### src/rtl/core/owbm_pkg.sv
// Shared types, register indexes and constants for the 1-Wire bus master.
`timescale 1ns / 1ps

package owbm_pkg;

   // Width of every timing register, and of the slot tick counter.
   localparam int unsigned TICK_W   = 12;
   localparam int unsigned CSR_IDX_W = 3;

   // Register indexes on the configuration port.
   localparam logic [CSR_IDX_W-1:0] REG_RESET_LOW     = 3'd0;
   localparam logic [CSR_IDX_W-1:0] REG_PRESENCE_WAIT = 3'd1;
   localparam logic [CSR_IDX_W-1:0] REG_PRESENCE_REC  = 3'd2;
   localparam logic [CSR_IDX_W-1:0] REG_WRITE_ONE_LOW = 3'd3;
   localparam logic [CSR_IDX_W-1:0] REG_WRITE_SLOT    = 3'd4;
   localparam logic [CSR_IDX_W-1:0] REG_READ_LOW      = 3'd5;
   localparam logic [CSR_IDX_W-1:0] REG_READ_SLOT     = 3'd6;

   // Timing register values after reset, in 1 us ticks.
   localparam logic [TICK_W-1:0] RST_RESET_LOW     = 12'd480;
   localparam logic [TICK_W-1:0] RST_PRESENCE_WAIT = 12'd80;
   localparam logic [TICK_W-1:0] RST_PRESENCE_REC  = 12'd400;
   localparam logic [TICK_W-1:0] RST_WRITE_ONE_LOW = 12'd1;
   localparam logic [TICK_W-1:0] RST_WRITE_SLOT    = 12'd60;
   localparam logic [TICK_W-1:0] RST_READ_LOW      = 12'd2;
   localparam logic [TICK_W-1:0] RST_READ_SLOT     = 12'd60;

   // Item kinds on the request channel.
   localparam logic [1:0] ACT_TICK  = 2'd0;
   localparam logic [1:0] ACT_RESET = 2'd1;
   localparam logic [1:0] ACT_WRITE = 2'd2;
   localparam logic [1:0] ACT_READ  = 2'd3;

   // Bus sequencer phases.
   typedef enum logic [7:0] {
      PH_IDLE    = 8'b0000_0001,
      PH_RST_LOW = 8'b0000_0010,
      PH_RST_WT  = 8'b0000_0100,
      PH_RST_REC = 8'b0000_1000,
      PH_WR_LOW  = 8'b0001_0000,
      PH_WR_REL  = 8'b0010_0000,
      PH_RD_LOW  = 8'b0100_0000,
      PH_RD_WT   = 8'b1000_0000
   } phase_type;

   // Timing registers as seen by the sequencer.
   typedef struct packed {
      logic [TICK_W-1:0] reset_low_ticks;
      logic [TICK_W-1:0] presence_wait_ticks;
      logic [TICK_W-1:0] presence_recovery_ticks;
      logic [TICK_W-1:0] write_one_low_ticks;
      logic [TICK_W-1:0] write_slot_ticks;
      logic [TICK_W-1:0] read_low_ticks;
      logic [TICK_W-1:0] read_slot_ticks;
   } cfg_type;

   // One request item.
   typedef struct packed {
      logic [1:0] action;
      logic       line_level;
      logic [7:0] data_byte;
   } item_type;

   // One result item.
   typedef struct packed {
      logic       drive_low;
      logic       busy_res;
      logic       done_res;
      logic       presence;
      logic [7:0] read_data;
      logic       rejected;
   } result_type;

   // A zero-length interval still lasts one tick.
   function automatic logic [TICK_W-1:0] span_f(input logic [TICK_W-1:0] v);
      span_f = (v == '0) ? {{(TICK_W-1){1'b0}}, 1'b1} : v;
   endfunction

endpackage

### src/rtl/core/one_wire_bus_master_top.sv
// Top level of the 1-Wire bus master: stream ports, input and result registers.
`timescale 1ns / 1ps

// 1-Wire bus master for reset/presence, write byte and read byte. Feed it
// one request per 1 us tick (kind 0, with the sampled line level) plus
// command requests (1 reset, 2 write byte, 3 read byte); each request gives
// exactly one response whose drive_low says whether to pull the line low
// during the next tick. A command that arrives while an operation runs is
// answered with rejected set and otherwise ignored. The block accepts one
// request every clock cycle while the response side does not stall: a
// request passes an input register, then one pass of the slot-timer and
// sequencer update writes its response into the result register, which
// offers it until the response side takes it. Timing registers may only be
// written while no request or response is held in the block; a write while
// an operation runs applies at once to the phase that is running.
module one_wire_bus_master_top (
   input  logic                             clock,
   input  logic                             reset,
   // Request channel.
   input  logic                             req_tvalid,
   output logic                             req_tready,
   input  logic [15:0]                      req_tdata,  // line_level, data_byte, zero fill
   input  logic [1:0]                       req_tuser,  // action
   // Response channel.
   output logic                             rsp_tvalid,
   input  logic                             rsp_tready,
   output logic [15:0]                      rsp_tdata,  // drive_low, busy_res, done_res,
                                                        // presence, read_data, rejected,
                                                        // zero fill
   // Configuration write port.
   input  logic                             csr_we,
   input  logic [owbm_pkg::CSR_IDX_W-1:0]   csr_addr,
   input  logic [owbm_pkg::TICK_W-1:0]      csr_wdata
);
   import owbm_pkg::*;

   cfg_type    cfg;
   logic       in_vld_ff, in_vld_in;
   item_type   in_item_ff;
   logic       out_vld_ff, out_vld_in;
   result_type out_res_ff;
   result_type eng_res;
   logic       adv;

   // The input register moves on when the result register is free.
   assign adv        = in_vld_ff && (!out_vld_ff || rsp_tready);
   assign req_tready = !in_vld_ff || adv;

   assign in_vld_in  = (req_tvalid && req_tready) ? 1'b1 : (adv ? 1'b0 : in_vld_ff);
   assign out_vld_in = adv ? 1'b1 : (rsp_tready ? 1'b0 : out_vld_ff);

   // Handshake state.
   always_ff @(posedge clock) begin
      if (reset) begin
         in_vld_ff  <= 1'b0;
         out_vld_ff <= 1'b0;
      end else begin
         in_vld_ff  <= in_vld_in;
         out_vld_ff <= out_vld_in;
      end
   end

   // Payload registers.
   always_ff @(posedge clock) begin
      if (req_tvalid && req_tready) begin
         in_item_ff.action     <= req_tuser;
         in_item_ff.line_level <= req_tdata[0];
         in_item_ff.data_byte  <= req_tdata[8:1];
      end
      if (adv) begin
         out_res_ff <= eng_res;
      end
   end

   owbm_cfg_regs u_cfg (
      .clock     (clock),
      .reset     (reset),
      .csr_we    (csr_we),
      .csr_addr  (csr_addr),
      .csr_wdata (csr_wdata),
      .cfg       (cfg)
   );

   owbm_engine u_engine (
      .clock  (clock),
      .reset  (reset),
      .cfg    (cfg),
      .adv    (adv),
      .item   (in_item_ff),
      .result (eng_res)
   );

   // Pack the response fields from the lowest bit up.
   assign rsp_tvalid = out_vld_ff;
   assign rsp_tdata  = {3'b000,
                        out_res_ff.rejected,
                        out_res_ff.read_data,
                        out_res_ff.presence,
                        out_res_ff.done_res,
                        out_res_ff.busy_res,
                        out_res_ff.drive_low};

endmodule

### src/rtl/core/owbm_cfg_regs.sv
// Timing register file written through the configuration port.
`timescale 1ns / 1ps

module owbm_cfg_regs (
   input  logic                             clock,
   input  logic                             reset,
   input  logic                             csr_we,
   input  logic [owbm_pkg::CSR_IDX_W-1:0]   csr_addr,
   input  logic [owbm_pkg::TICK_W-1:0]      csr_wdata,
   output owbm_pkg::cfg_type                cfg
);
   import owbm_pkg::*;

   cfg_type cfg_ff;
   cfg_type cfg_in;

   // Decode the register index; indexes past the list are dropped.
   always_comb begin
      cfg_in = cfg_ff;
      if (csr_we) begin
         case (csr_addr)
            REG_RESET_LOW:     cfg_in.reset_low_ticks         = csr_wdata;
            REG_PRESENCE_WAIT: cfg_in.presence_wait_ticks     = csr_wdata;
            REG_PRESENCE_REC:  cfg_in.presence_recovery_ticks = csr_wdata;
            REG_WRITE_ONE_LOW: cfg_in.write_one_low_ticks     = csr_wdata;
            REG_WRITE_SLOT:    cfg_in.write_slot_ticks        = csr_wdata;
            REG_READ_LOW:      cfg_in.read_low_ticks          = csr_wdata;
            REG_READ_SLOT:     cfg_in.read_slot_ticks         = csr_wdata;
            default:           cfg_in = cfg_ff;
         endcase
      end
   end

   // Registers load their standard 1-Wire timings on reset.
   always_ff @(posedge clock) begin
      if (reset) begin
         cfg_ff.reset_low_ticks         <= RST_RESET_LOW;
         cfg_ff.presence_wait_ticks     <= RST_PRESENCE_WAIT;
         cfg_ff.presence_recovery_ticks <= RST_PRESENCE_REC;
         cfg_ff.write_one_low_ticks     <= RST_WRITE_ONE_LOW;
         cfg_ff.write_slot_ticks        <= RST_WRITE_SLOT;
         cfg_ff.read_low_ticks          <= RST_READ_LOW;
         cfg_ff.read_slot_ticks         <= RST_READ_SLOT;
      end else begin
         cfg_ff <= cfg_in;
      end
   end

   assign cfg = cfg_ff;

endmodule

### src/rtl/core/owbm_engine.sv
// Bus sequencer: slot timer, bit shifter and the result of each item.
`timescale 1ns / 1ps

module owbm_engine (
   input  logic                   clock,
   input  logic                   reset,
   input  owbm_pkg::cfg_type      cfg,
   input  logic                   adv,
   input  owbm_pkg::item_type     item,
   output owbm_pkg::result_type   result
);
   import owbm_pkg::*;

   phase_type         phase_ff, phase_in;
   logic [TICK_W-1:0] cnt_ff, cnt_in;
   logic [2:0]        bit_ff, bit_in;
   logic [7:0]        shift_ff, shift_in;
   logic              pres_ff, pres_in;
   logic              drive_ff, drive_in;
   logic [7:0]        rdb_ff, rdb_in;

   logic [TICK_W-1:0] cnt_inc;
   logic [TICK_W-1:0] phase_len;
   logic              first_tick;
   logic              expire;
   logic [7:0]        shift_smp;
   logic              done;
   logic              rej;

   // Length of the running phase; write phases depend on the current bit.
   always_comb begin
      case (phase_ff)
         PH_RST_LOW: phase_len = span_f(cfg.reset_low_ticks);
         PH_RST_WT:  phase_len = span_f(cfg.presence_wait_ticks);
         PH_RST_REC: phase_len = span_f(cfg.presence_recovery_ticks);
         PH_WR_LOW:  phase_len = shift_ff[0] ? span_f(cfg.write_one_low_ticks)
                                             : span_f(cfg.write_slot_ticks);
         PH_WR_REL:  phase_len = shift_ff[0] ? span_f(cfg.write_slot_ticks)
                                             : {{(TICK_W-1){1'b0}}, 1'b1};
         PH_RD_LOW:  phase_len = span_f(cfg.read_low_ticks);
         PH_RD_WT:   phase_len = span_f(cfg.read_slot_ticks);
         default:    phase_len = {{(TICK_W-1){1'b0}}, 1'b1};
      endcase
   end

   assign cnt_inc    = cnt_ff + {{(TICK_W-1){1'b0}}, 1'b1};
   assign first_tick = (cnt_inc == {{(TICK_W-1){1'b0}}, 1'b1});
   assign expire     = (cnt_inc >= phase_len);
   // The read bit is sampled on the first released tick of a read slot.
   assign shift_smp  = (first_tick && phase_ff == PH_RD_WT) ?
                       {item.line_level, shift_ff[7:1]} : shift_ff;

   // Next state for the item in the input register.
   always_comb begin
      phase_in = phase_ff;
      cnt_in   = cnt_ff;
      bit_in   = bit_ff;
      shift_in = shift_ff;
      pres_in  = pres_ff;
      drive_in = drive_ff;
      rdb_in   = rdb_ff;
      done     = 1'b0;
      rej      = 1'b0;
      if (item.action == ACT_TICK) begin
         if (phase_ff != PH_IDLE) begin
            cnt_in   = cnt_inc;
            shift_in = shift_smp;
            if (first_tick && phase_ff == PH_RST_REC) begin
               pres_in = ~item.line_level;
            end
            if (expire) begin
               cnt_in   = '0;
               drive_in = 1'b0;
               case (phase_ff)
                  PH_RST_LOW: phase_in = PH_RST_WT;
                  PH_RST_WT:  phase_in = PH_RST_REC;
                  PH_WR_LOW:  phase_in = PH_WR_REL;
                  PH_RD_LOW:  phase_in = PH_RD_WT;
                  PH_WR_REL: begin
                     if (bit_ff == 3'd7) begin
                        phase_in = PH_IDLE;
                        done     = 1'b1;
                     end else begin
                        bit_in   = bit_ff + 3'd1;
                        shift_in = {1'b0, shift_ff[7:1]};
                        phase_in = PH_WR_LOW;
                        drive_in = 1'b1;
                     end
                  end
                  PH_RD_WT: begin
                     if (bit_ff == 3'd7) begin
                        rdb_in   = shift_smp;
                        phase_in = PH_IDLE;
                        done     = 1'b1;
                     end else begin
                        bit_in   = bit_ff + 3'd1;
                        phase_in = PH_RD_LOW;
                        drive_in = 1'b1;
                     end
                  end
                  PH_RST_REC: begin
                     phase_in = PH_IDLE;
                     done     = 1'b1;
                  end
                  default: phase_in = PH_IDLE;
               endcase
            end
         end
      end else if (phase_ff != PH_IDLE) begin
         rej = 1'b1;
      end else begin
         // Start a command; every operation opens with the line pulled low.
         bit_in   = 3'd0;
         cnt_in   = '0;
         drive_in = 1'b1;
         case (item.action)
            ACT_RESET: begin
               pres_in  = 1'b0;
               phase_in = PH_RST_LOW;
            end
            ACT_WRITE: begin
               shift_in = item.data_byte;
               phase_in = PH_WR_LOW;
            end
            default: begin
               shift_in = 8'd0;
               phase_in = PH_RD_LOW;
            end
         endcase
      end
   end

   // Result of the item, taken from the state it leaves behind.
   always_comb begin
      result.drive_low = drive_in;
      result.busy_res  = (phase_in != PH_IDLE);
      result.done_res  = done;
      result.presence  = pres_in;
      result.read_data = rdb_in;
      result.rejected  = rej;
   end

   // State advances only when the item moves into the result register.
   always_ff @(posedge clock) begin
      if (reset) begin
         phase_ff <= PH_IDLE;
         cnt_ff   <= '0;
         bit_ff   <= 3'd0;
         shift_ff <= 8'd0;
         pres_ff  <= 1'b0;
         drive_ff <= 1'b0;
         rdb_ff   <= 8'd0;
      end else if (adv) begin
         phase_ff <= phase_in;
         cnt_ff   <= cnt_in;
         bit_ff   <= bit_in;
         shift_ff <= shift_in;
         pres_ff  <= pres_in;
         drive_ff <= drive_in;
         rdb_ff   <= rdb_in;
      end
   end

   // A command that arrives while busy leaves the sequencer untouched.
   a_reject_holds: assert property (@(posedge clock) disable iff (reset)
      (adv && item.action != ACT_TICK && phase_ff != PH_IDLE)
      |=> (phase_ff == $past(phase_ff) && cnt_ff == $past(cnt_ff)))
      else $error("busy command changed the sequencer state");

   // A command accepted while idle starts driving the line at once.
   a_start_drives: assert property (@(posedge clock) disable iff (reset)
      (item.action != ACT_TICK && phase_ff == PH_IDLE)
      |-> (result.drive_low && result.busy_res && !result.rejected))
      else $error("idle command did not start an operation");

   // Completion ends the operation and releases the line.
   a_done_idle: assert property (@(posedge clock) disable iff (reset)
      result.done_res |-> (!result.busy_res && !result.drive_low))
      else $error("done reported while still busy");

   // The line is only ever pulled low inside an operation.
   a_drive_busy: assert property (@(posedge clock) disable iff (reset)
      drive_ff |-> (phase_ff != PH_IDLE))
      else $error("line driven low while idle");

endmodule

### config.mk
export PLATFORM = sky130hd
export DESIGN_NAME = one_wire_bus_master_top
export DESIGN_NICKNAME = d
export VERILOG_FILES = /design/src/rtl/core/owbm_pkg.sv /design/src/rtl/core/one_wire_bus_master_top.sv /design/src/rtl/core/owbm_cfg_regs.sv /design/src/rtl/core/owbm_engine.sv
export SDC_FILE = /design/constraint.sdc
export NUM_CORES = 1
export LEC_CHECK = 0
export ABC_AREA = 1
export BUFFER_PORTS_ARGS = -buffer_cell sky130_fd_sc_hd__clkbuf_2
export CAP_MARGIN = 5
export CORE_AREA = 2 2 144 118
export DETAILED_ROUTE_END_ITERATION = 8
export DIE_AREA = 0 0 146 120
export PLACE_DENSITY = 0.67
export SLEW_MARGIN = 20
export SYNTH_ARGS = -nofsm -noshare
export SYNTH_HDL_FRONTEND = slang
export SYNTH_SLANG_ARGS = --single-unit
### constraint.sdc
create_clock -name clock -period 5.05 [get_ports clock]
set_input_delay 0.505 -clock clock [delete_from_list [all_inputs] [get_ports clock]]
set_output_delay 0.505 -clock clock [all_outputs]
set_load 0.05 [all_outputs]
==> results.sh <==
export IMPL_ctsHoldBuffers=0
export IMPL_clock_skew_ns=0.01163
export IMPL_cellPowerDensity_nw_per_um2=319.9
export IMPL_path_cells="nor2_1 > nand2_1 > nor2_1 > inv_1 > o22ai_1 > a2111oi_0 > ha_1 > a21oi_1 > o21ai_0 > a21oi_1 > nand3_1 > buf_4 > nand2_1 > buf_4 > nand2_1 > a21oi_1 > nand2_1 > nor2_1 > nand2_1"
export IMPL_overflow=0
export IMPL_fin_ws_ns=0.8418
export IMPL_grt_pass1_vias=6981
export IMPL_drive_gt1_frac=0.09451
export IMPL_clkTransAtPathRegs_ns=0.06
export IMPL_min_period_ns=4.208
export IMPL_syn2layout_area_growth_pct=12.42
export IMPL_cts_tree="done"
export IMPL_drtIter0Drc=851
export IMPL_portBuffers=45
export IMPL_rsz0062_at_grt="no"
export IMPL_fin_nets=1231
export IMPL_worstPathMaxFanout=15
export IMPL_grt_total_usage=0.2662
export IMPL_ioPinCount=56
export IMPL_routedWlPerCell_um=15.98
export IMPL_critPathMaxStageDelay_ns=0.50
export IMPL_worst_setup_path_type="flip-flop to flip-flop"
export IMPL_yosys_warnings=0
export IMPL_synth_area_um2=7915
export IMPL_ys_seq_area_frac=0.4123
export IMPL_synthCells=1137
export IMPL_die_y_um=120
export IMPL_core_region_area_um2=16190
export IMPL_critPathCaptureType="flip-flop"
export IMPL_routabilityCongestion=0.9293
export IMPL_period_share=0.8333
export IMPL_cts_root_buf="clkbuf_16"
export IMPL_peakVddDrop_mv=0.2318
export IMPL_place_ws_ns=0.8651
export IMPL_fillers=1578
export IMPL_routed_wl_mm=22.45
export IMPL_grt_pass1_wl_mm=36.62
export IMPL_die_x_um=146
export IMPL_fp_row_count=42
export IMPL_setup_viol_count_final=0
export IMPL_crit_top_cell="nand2_1"
export IMPL_p_leak_uw=0.004090
export IMPL_dr_pass1_iters=6
export IMPL_post_cts_resized=0
export IMPL_status="completed"
export IMPL_hp_class="input pin to flip-flop"
export IMPL_yosysUniqueCellTypes=43
export IMPL_maxSlewViolCount=0
export IMPL_clock_path_buffers=2
export IMPL_final_common_cell="nand2_1"
export IMPL_grt_max_degree=57
export IMPL_dieArea_um2=17520
export IMPL_clock_latency_ns=0.44
export IMPL_finalHoldViolCount=0
export IMPL_drcViolationCount=0
export IMPL_cts_buffers_inserted=17
export IMPL_antenna_cells=0
export IMPL_synth_seq_cells=151
export IMPL_crit_slowest_cell="a2111oi_0"
export IMPL_antenna_found_initial=0
export IMPL_drv_cap=0
export IMPL_cts_sinks=151
export IMPL_cts_htree_levels=4
export IMPL_utilization=0.5498
export IMPL_vias_per_cell=5.405
export IMPL_cp_start_kind="flip-flop"
export IMPL_place_hpwl_mm=15.95
export IMPL_final_cell_mix="nand2_1, inv_1, nor2_1, dfxtp_1, o21ai_0"
export IMPL_timing_fmax_mhz=237.6
export IMPL_setup_tns_ns=0
export IMPL_slew_headroom=0.4527
export IMPL_num_vias=7594
export IMPL_critPathRequiredTime_ns=5.22
export IMPL_start_util=0.4890
export IMPL_postRouteAntennaNets=0
export IMPL_synth_avg_cell_area_um2=6.961
export IMPL_critPathArrivalTime_ns=4.38
export IMPL_post_cts_setup_buffers=0
export IMPL_tightest_slew_ns=0.8210
export IMPL_total_power_uw=2846
[logic make-up after synthesis]
| group | after synthesis | share of synthesized area |
|---|---|---|
| simple gates | 527 | 0.2915 |
| fa+ha+maj | 21 | 0.03320 |
| other cells | 1 | 0.0004738 |
| buf+inv | 195 | 0.09516 |
| compound gates | 242 | 0.1674 |
| flops | 151 | 0.4123 |
[cell type report]
type / count / area [um^2] / share of cell area
inverters: 151 / 566.8 / 0.06370
well taps: 220 / 275.3 / 0.03093
multi-input cells: 793 / 3906 / 0.4390
clock buffers: 22 / 496.7 / 0.05582
repair buffers: 58 / 322.8 / 0.03628
clock inverters: 10 / 67.56 / 0.007593
flip-flops and latches: 151 / 3263 / 0.3667
[cells in the mapped netlist (all sizes together)]
cell     number  area [um^2]
a2111oi       3        26.28
o221ai        3        26.28
buf          10        58.80
a21oi        94        470.5
nand3        81        427.9
o211a         1        10.01
o41ai         2        17.52
o2bb2ai       1        8.760
nor3          8        40.04
conb          1        3.750
and3          1        6.260
edfxtp       24        720.7
clkbuf       34        127.6
a22o          2        17.52
clkinv        3        11.26
a31oi         1        6.260
o211ai       17        127.6
dfxtp       127         2542
o22ai        10        62.56
nand3b        1        7.510
o2111ai       1        8.760
nor2        145        608.1
o21bai        2        15.01
a22oi         1        7.510
ha           21        262.8
or2           1        6.260
inv         148        555.5
nand4        20        125.1
and2          1        6.260
o21ai       104        520.5
nor4         18        112.6
nand2       251        967.2
[routing by layer]
layer / part of all wire / routed length [um] / up-vias / GRT usage
met4: 0.015 / 335 / 0 / 0.06857
met5: 0 / 0 / - / 0
met1: 0.50 / 11220 / 3471 / 0.4023
met3: 0.081 / 1822 / 34 / 0.06046
li1: - / - / 3824 / -
met2: 0.40 / 9064 / 265 / 0.3815
[stage by stage]
stage / cell area, um^2 / std cells / hold WS [ns]
finish: 8899 / 1405 / 0.2412
global route: 8899 / 1405 / 0.2292
CTS: 8899 / 1405 / 0.2357
detailed placement: 8334 / 1373 / 0.4460
global placement: 8334 / 1373 / 0.4388
floorplan: 7923 / 1139 / 0.4290
[sequential cells by signal, indices dropped and copies added, names as in the netlist]
signal             flops
u_cfg.cfg             84
rsp_tdata             13
u_engine.cnt_ff       12
in_item_ff            11
u_engine.phase_ff      8
u_engine.rdb_ff        8
u_engine.shift_ff      8
u_engine.bit_ff        3
in_vld_ff              1
rsp_tvalid             1
u_engine.drive_ff      1
u_engine.pres_ff       1
[path summary, 6_finish.rpt]
| check | slack [ns] | startpoint | cells after the start | endpoint |
|---|---|---|---|---|
| setup / recovery | 0.84 | u_engine.phase_ff[6]$_SDFFE_PP0P_ | 19 | rsp_tdata[1]$_DFFE_PP_ |
| hold / removal | 0.24 | req_tdata[3] | 1 | in_item_ff[2]$_DFFE_PP_ |
| setup reg to reg | 0.84 | u_engine.phase_ff[6]$_SDFFE_PP0P_ | 19 | rsp_tdata[1]$_DFFE_PP_ |
| hold reg to reg | 0.45 | u_cfg.cfg[72]$_SDFFE_PP0P_ | 2 | u_cfg.cfg[72]$_SDFFE_PP0P_ |
[critical path: cells and delay by family, from the launching register on]
| kind | cells | cell delay [ns] |
|---|---|---|
| flip-flops | 1 | 0.44 |
| adder cells (fa/ha/maj) | 1 | 0.34 |
| buffers and inverters | 3 | 0.75 |
| AO/OA/AOI/OAI | 6 | 1.34 |
| AND/OR/NAND/NOR | 9 | 1.06 |
[report_power, final]
part           internal, uW  switching [uW]  leakage, uW  total [uW]
clock network           699             521     0.000280        1220
logic                  89.6             226      0.00255         315
registers              1280            33.9      0.00126        1310
(Power assumes the default switching activity.)
